$ cat src/rtl/core/lzrle_pkg.sv
// package with window constants, state types and control structs of the decoder
`timescale 1ns / 1ps

package lzrle_pkg;

  localparam int WINDOW_DEPTH = 4096;
  localparam int WIN_AW = $clog2(WINDOW_DEPTH);
  localparam logic [WIN_AW-1:0] WIN_LAST = WIN_AW'(WINDOW_DEPTH - 1);
  localparam logic [WIN_AW:0] WIN_DEPTH_X = (WIN_AW + 1)'(WINDOW_DEPTH);

  localparam logic [3:0] LEN_MASK = 4'hf;
  localparam logic [6:0] RUN_BIAS = 7'd62;
  localparam logic [6:0] RUN_MIN = 7'd2;
  localparam logic [6:0] RUN_MAX = 7'd65;
  localparam logic [12:0] DIST_BASE = 13'h1001;

  typedef enum logic [2:0] {
    S_IDLE,
    S_DECODE,
    S_RUN_FILL,
    S_COPY_RD,
    S_COPY_WR
  } state_t;

  typedef enum logic [1:0] {
    P_TOKEN = 2'd0,
    P_REF   = 2'd1,
    P_LIT   = 2'd2,
    P_RUN   = 2'd3
  } phase_t;

  typedef struct packed {
    logic accept;
    logic tok_held;
    logic tok_pending;
    logic ref_setup;
    logic lit_emit;
    logic run_emit;
    logic run_fill;
    logic copy_read;
    logic copy_write;
  } ctrl_cmd_t;

  typedef struct packed {
    logic [1:0] token_class;
    logic       pending_last;
    logic       run_last;
    logic       copy_last;
    logic       out_free;
  } ctrl_sts_t;

endpackage

$ cat src/rtl/core/lzrle_ctrl.sv
// controller state machine: parser phase and sequencing of copies and runs
`timescale 1ns / 1ps

module lzrle_ctrl (
  input  logic                  clk,
  input  logic                  rst,
  input  logic                  in_valid,
  input  logic                  start_of_stream,
  input  lzrle_pkg::ctrl_sts_t  sts,
  output lzrle_pkg::ctrl_cmd_t  cmd,
  output logic                  in_ready
);

  lzrle_pkg::state_t state, state_next;
  lzrle_pkg::phase_t phase, phase_next;

  always_ff @(posedge clk) begin
    if (rst) begin
      state <= lzrle_pkg::S_IDLE;
      phase <= lzrle_pkg::P_TOKEN;
    end else begin
      state <= state_next;
      phase <= phase_next;
    end
  end

  always_comb begin
    state_next = state;
    phase_next = phase;
    unique case (state)
      lzrle_pkg::S_IDLE: begin
        if (in_valid) begin
          state_next = lzrle_pkg::S_DECODE;
          if (start_of_stream) begin
            phase_next = lzrle_pkg::P_TOKEN;
          end
        end
      end
      lzrle_pkg::S_DECODE: begin
        unique case (phase)
          lzrle_pkg::P_TOKEN: begin
            state_next = lzrle_pkg::S_IDLE;
            if (sts.token_class[1]) begin
              phase_next = lzrle_pkg::P_REF;
            end else if (sts.token_class[0]) begin
              phase_next = lzrle_pkg::P_RUN;
            end else begin
              phase_next = lzrle_pkg::P_LIT;
            end
          end
          lzrle_pkg::P_REF: begin
            state_next = lzrle_pkg::S_COPY_RD;
            phase_next = lzrle_pkg::P_TOKEN;
          end
          lzrle_pkg::P_LIT: begin
            if (sts.out_free) begin
              state_next = lzrle_pkg::S_IDLE;
              if (sts.pending_last) begin
                phase_next = lzrle_pkg::P_TOKEN;
              end
            end
          end
          lzrle_pkg::P_RUN: begin
            if (sts.out_free) begin
              state_next = lzrle_pkg::S_RUN_FILL;
              phase_next = lzrle_pkg::P_TOKEN;
            end
          end
          default: begin
            state_next = lzrle_pkg::S_IDLE;
          end
        endcase
      end
      lzrle_pkg::S_RUN_FILL: begin
        if (sts.run_last) begin
          state_next = lzrle_pkg::S_IDLE;
        end
      end
      lzrle_pkg::S_COPY_RD: begin
        state_next = lzrle_pkg::S_COPY_WR;
      end
      lzrle_pkg::S_COPY_WR: begin
        if (sts.out_free) begin
          state_next = sts.copy_last ? lzrle_pkg::S_IDLE : lzrle_pkg::S_COPY_RD;
        end
      end
      default: begin
        state_next = lzrle_pkg::S_IDLE;
      end
    endcase
  end

  always_comb begin
    cmd = '0;
    in_ready = 1'b0;
    unique case (state)
      lzrle_pkg::S_IDLE: begin
        in_ready = 1'b1;
        cmd.accept = in_valid;
      end
      lzrle_pkg::S_DECODE: begin
        unique case (phase)
          lzrle_pkg::P_TOKEN: begin
            cmd.tok_held = sts.token_class != 2'b00;
            cmd.tok_pending = sts.token_class == 2'b00;
          end
          lzrle_pkg::P_REF: begin
            cmd.ref_setup = 1'b1;
          end
          lzrle_pkg::P_LIT: begin
            cmd.lit_emit = sts.out_free;
          end
          lzrle_pkg::P_RUN: begin
            cmd.run_emit = sts.out_free;
          end
          default: begin
            cmd = '0;
          end
        endcase
      end
      lzrle_pkg::S_RUN_FILL: begin
        cmd.run_fill = 1'b1;
      end
      lzrle_pkg::S_COPY_RD: begin
        cmd.copy_read = 1'b1;
      end
      lzrle_pkg::S_COPY_WR: begin
        cmd.copy_write = sts.out_free;
      end
      default: begin
        cmd = '0;
      end
    endcase
  end

endmodule

$ cat config.mk
export PLATFORM = sky130hd
export DESIGN_NAME = lzrle_ctrl
export DESIGN_NICKNAME = d
export VERILOG_FILES = /design/src/rtl/core/lzrle_pkg.sv /design/src/rtl/core/lzrle_ctrl.sv
export SDC_FILE = /design/constraint.sdc
export NUM_CORES = 1
export LEC_CHECK = 0
export CORE_AREA = 4 4 41 43
export CTS_CLUSTER_SIZE = 25
export DETAILED_ROUTE_END_ITERATION = 8
export DIE_AREA = 0 0 45 47
export DONT_BUFFER_PORTS = 1
export GPL_ROUTABILITY_DRIVEN = 0
export SYNTH_ARGS = -nofsm -noshare
export SYNTH_HDL_FRONTEND = slang
export SYNTH_SLANG_ARGS = --single-unit
export TNS_END_PERCENT = 20
$ cat constraint.sdc
create_clock -name clk -period 1.55 [get_ports clk]
set_clock_uncertainty 0.15 [all_clocks]
set_input_delay 0.0775 -clock clk [delete_from_list [all_inputs] [get_ports clk]]
set_output_delay 0.0775 -clock clk [all_outputs]
set_load 0.005 [all_outputs]
==> flow_summary.toml <==
[run_status]
status = "complete, but fails checks"
violations = "negative setup slack"

[layout]
n_antenna_cell = 0
drive_above_1_share_pct = 29.4
syn_to_final_growth_pct = 43.9
design_area_sq_um = 566
finalNetCount = 79

[clocking]
clk_pin_slew_ns = 0.04
clockBufferDepth = 2
cts-root-buf = "clkbuf_4"
cts-htree-levels = 1
cts_tree = "done"
tritoncts.num_buffers = 3
clk_latency_ns = 0.24
cts.sinks = 5
post_cts_buffers = 0

[power_and_ir_drop]
p_per_area_nw_per_um2 = 721
p_leak_nw = 0.225
peakVddDrop_mv = 0.349
p_int_uw = 292
seq_power_share_pct = 35.5
power.share.clock_pct = 36.7
p_comb_share_pct = 27.8
finalPower_uw = 408
swShare_pct = 28.4
power_switching_uw = 116

[logic_synthesis]
syn-num-nets = 64
synth_area_leader_cell = "dfxtp_1"
synth_top_cell_area_share_pct = 25.5
synth-seq-cells = 5
syn_inst = 54
yosysWarnings = 0
synth.avg_cell_area_sq_um = 7.28
synth_area_sq_um = 393
synth_area_leaders = "dfxtp_1, nor2_1, o32ai_1"
ys_seq_area_share_pct = 25.5
yosysUniqueCellTypes = 28

[drt]
wl_per_cell_microns = 13.7
vias = 448
viasPerCell = 5.40
drc = 0
drt-initial-drc-count = 10
ant_nets = 0
drtPass1Iterations = 4
drt_wl_total_mm = 1.14

[worst_setup_path]
path_cells = "or3b_4, or3_4, or2_1, inv_1"
path_delay_family = "simple AND/OR/NAND/NOR gates"
crit_cells = 4
cpPeakStageDelay_ns = 0.39
required_ns = 1.32
endpoint_kind = "primary output"
crit_arrival_ns = 1.60
startpoint_type = "flip-flop"
path_class = "reg2out"
worstPathMaxFanout = 3
cpMaxStageDelayCell = "or3b_4"
critPathBufInv = 1
r2r_cells = 4

[sta]
fmax_ghz = 0.548
finalSetupViolations = 5
hold_violations = 0
rsz0062_at_grt = "yes"
post-route-period-util_pct = 118
setup_ws_ns = -0.276
tightest_slew_ns = 0.387
timing.hold.ws_ns = 0.0152
slew_headroom_pct = 73.5
period_minus_slack_ns = 1.83
finalMaxSlewViolations = 0

[place]
hpwl_microns = 844
post_dp_cell_area_sq_um = 463
io_buffers = 0

[die]
die_area_sq_um = 2120
rows = 13
die_h_microns = 47
ios = 20
initial_utilization_pct = 30.2
fp.coreArea_sq_um = 1300
dieWidth_microns = 45

[global_routing]
grt_max_degree = 14
grt_pass1_vias = 409
antenna_found_initial = 0
grt_util_all_layers_pct = 12.2
grt_pass1_wl_mm = 1.80
overflow = 0

[hold_path]
hold_depth = 3
hold_class = "in2reg"

[run]
drv_cap = 0
cell families (layout without fill, tap and decap cells):
| group | after synthesis | in the layout | share of synthesized area, % |
|---|---|---|---|
| compound gates | 15 | 15 | 26.8 |
| buf+inv | 7 | 21 | 8.28 |
| flops | 5 | 5 | 25.5 |
| simple gates | 27 | 27 | 39.5 |
worst paths after layout:
check | from | endpoint | slack (ns)
setup / recovery | state[1] | cmd[7] | -0.28
hold / removal | sts[1] | state[0] | 0.02
setup reg to reg | state[1] | phase[0] | -0.08
hold reg to reg | phase[0] | phase[0] | 0.51
state kept, by name, summed over array words and instances, names as in the netlist:
name   cells
phase      2
state      3
power groups by stage:
stage | combinational, mW | clock [mW] | sequential (mW)
2_1_floorplan | 0.0659 | 0 | 0.147
4_1_cts | 0.108 | 0.157 | 0.144
6_report | 0.114 | 0.150 | 0.145
3_3_place_gp | 0.0930 | 0 | 0.145
5_1_grt | 0.125 | 0.169 | 0.146
3_5_place_dp | 0.0943 | 0 | 0.146
layer usage:
| layer | wire length (microns) | GRT usage, % | part of all wire [%] | vias up |
|---|---|---|---|---|
| met1 | 551 | 14.6 | 49 | 205 |
| met4 | 8 | 5.26 | 0.70 | 0 |
| met3 | 79 | 6.90 | 7.0 | 2 |
| li1 | - | - | - | 227 |
| met5 | 0 | 0 | 0 | - |
| met2 | 496 | 17.8 | 44 | 14 |
metrics by stage:
stage                     utilization, %  setup slack (ns)  TNS (ns)  instances
after floorplan                        -          -0.00472  -0.00472         54
after global placement              35.6           -0.0156   -0.0156         75
after detailed placement            35.6           -0.0745    -0.101         75
after CTS                           41.6            -0.293    -0.653         83
after global routing                43.5            -0.346     -1.05         83
final                               43.5            -0.276    -0.554         83
placed cells by master (no fill, tap or decap), types with 2 or more instances in the layout:
| cell | count |
|---|---|
| nor2_1 | 10 |
| buf_4 | 8 |
| inv_1 | 4 |
| dlygate4sd3_1 | 4 |
| nor3_1 | 3 |
| o32ai_1 | 3 |
| a21oi_1 | 3 |
| clkbuf_4 | 3 |
| dfxtp_2 | 3 |
| nand2b_1 | 2 |
| and2_1 | 2 |
| a31oi_1 | 2 |
| dfxtp_1 | 2 |
cell type report:
type	instances	area (sq um)
inverters	4	15.0
repair buffers	13	111
well taps	15	18.8
fillers	142	736
clock buffers	4	26.3
multi-input cells	42	290
flip-flops and latches	5	104
cells in the mapped netlist:
| library cell | count |
|---|---|
| nand2b_1 | 2 |
| o32ai_1 | 3 |
| buf_2 | 1 |
| dfxtp_1 | 5 |
| nand4bb_1 | 1 |
| o41ai_1 | 1 |
| o21ai_1 | 1 |
| nor3_1 | 4 |
| a2111oi_0 | 1 |
| nor2b_1 | 1 |
| a21oi_1 | 3 |
| or2_1 | 1 |
| or4b_1 | 1 |
| dlygate4sd1_1 | 1 |
| clkbuf_1 | 1 |
| or3b_1 | 1 |
| and2_1 | 2 |
| nor2b_2 | 1 |
| and3_1 | 1 |
| a2bb2oi_1 | 1 |
| nor2_1 | 10 |
| nand2_1 | 1 |
| o22ai_1 | 1 |
| o21ai_0 | 1 |
| or3_4 | 1 |
| inv_1 | 4 |
| a22o_1 | 1 |
| a31oi_1 | 2 |
worst min-delay path: cells and delay by family:
family | cells | cell delay, ns
and+or+nand+nor | 1 | 0.03
AOI/OAI and AO/OA | 2 | 0.25
repair_timing:
action / 4_1_cts / 5_1_grt
hold buffers: 4 / 0
resized for setup: 3 / 4
endpoints found under the setup margin: 6 / 8
pin swaps: 1 / 0
hold endpoints to repair: 5 / 0
No activity file was read; power rests on OpenSTA's default activity.
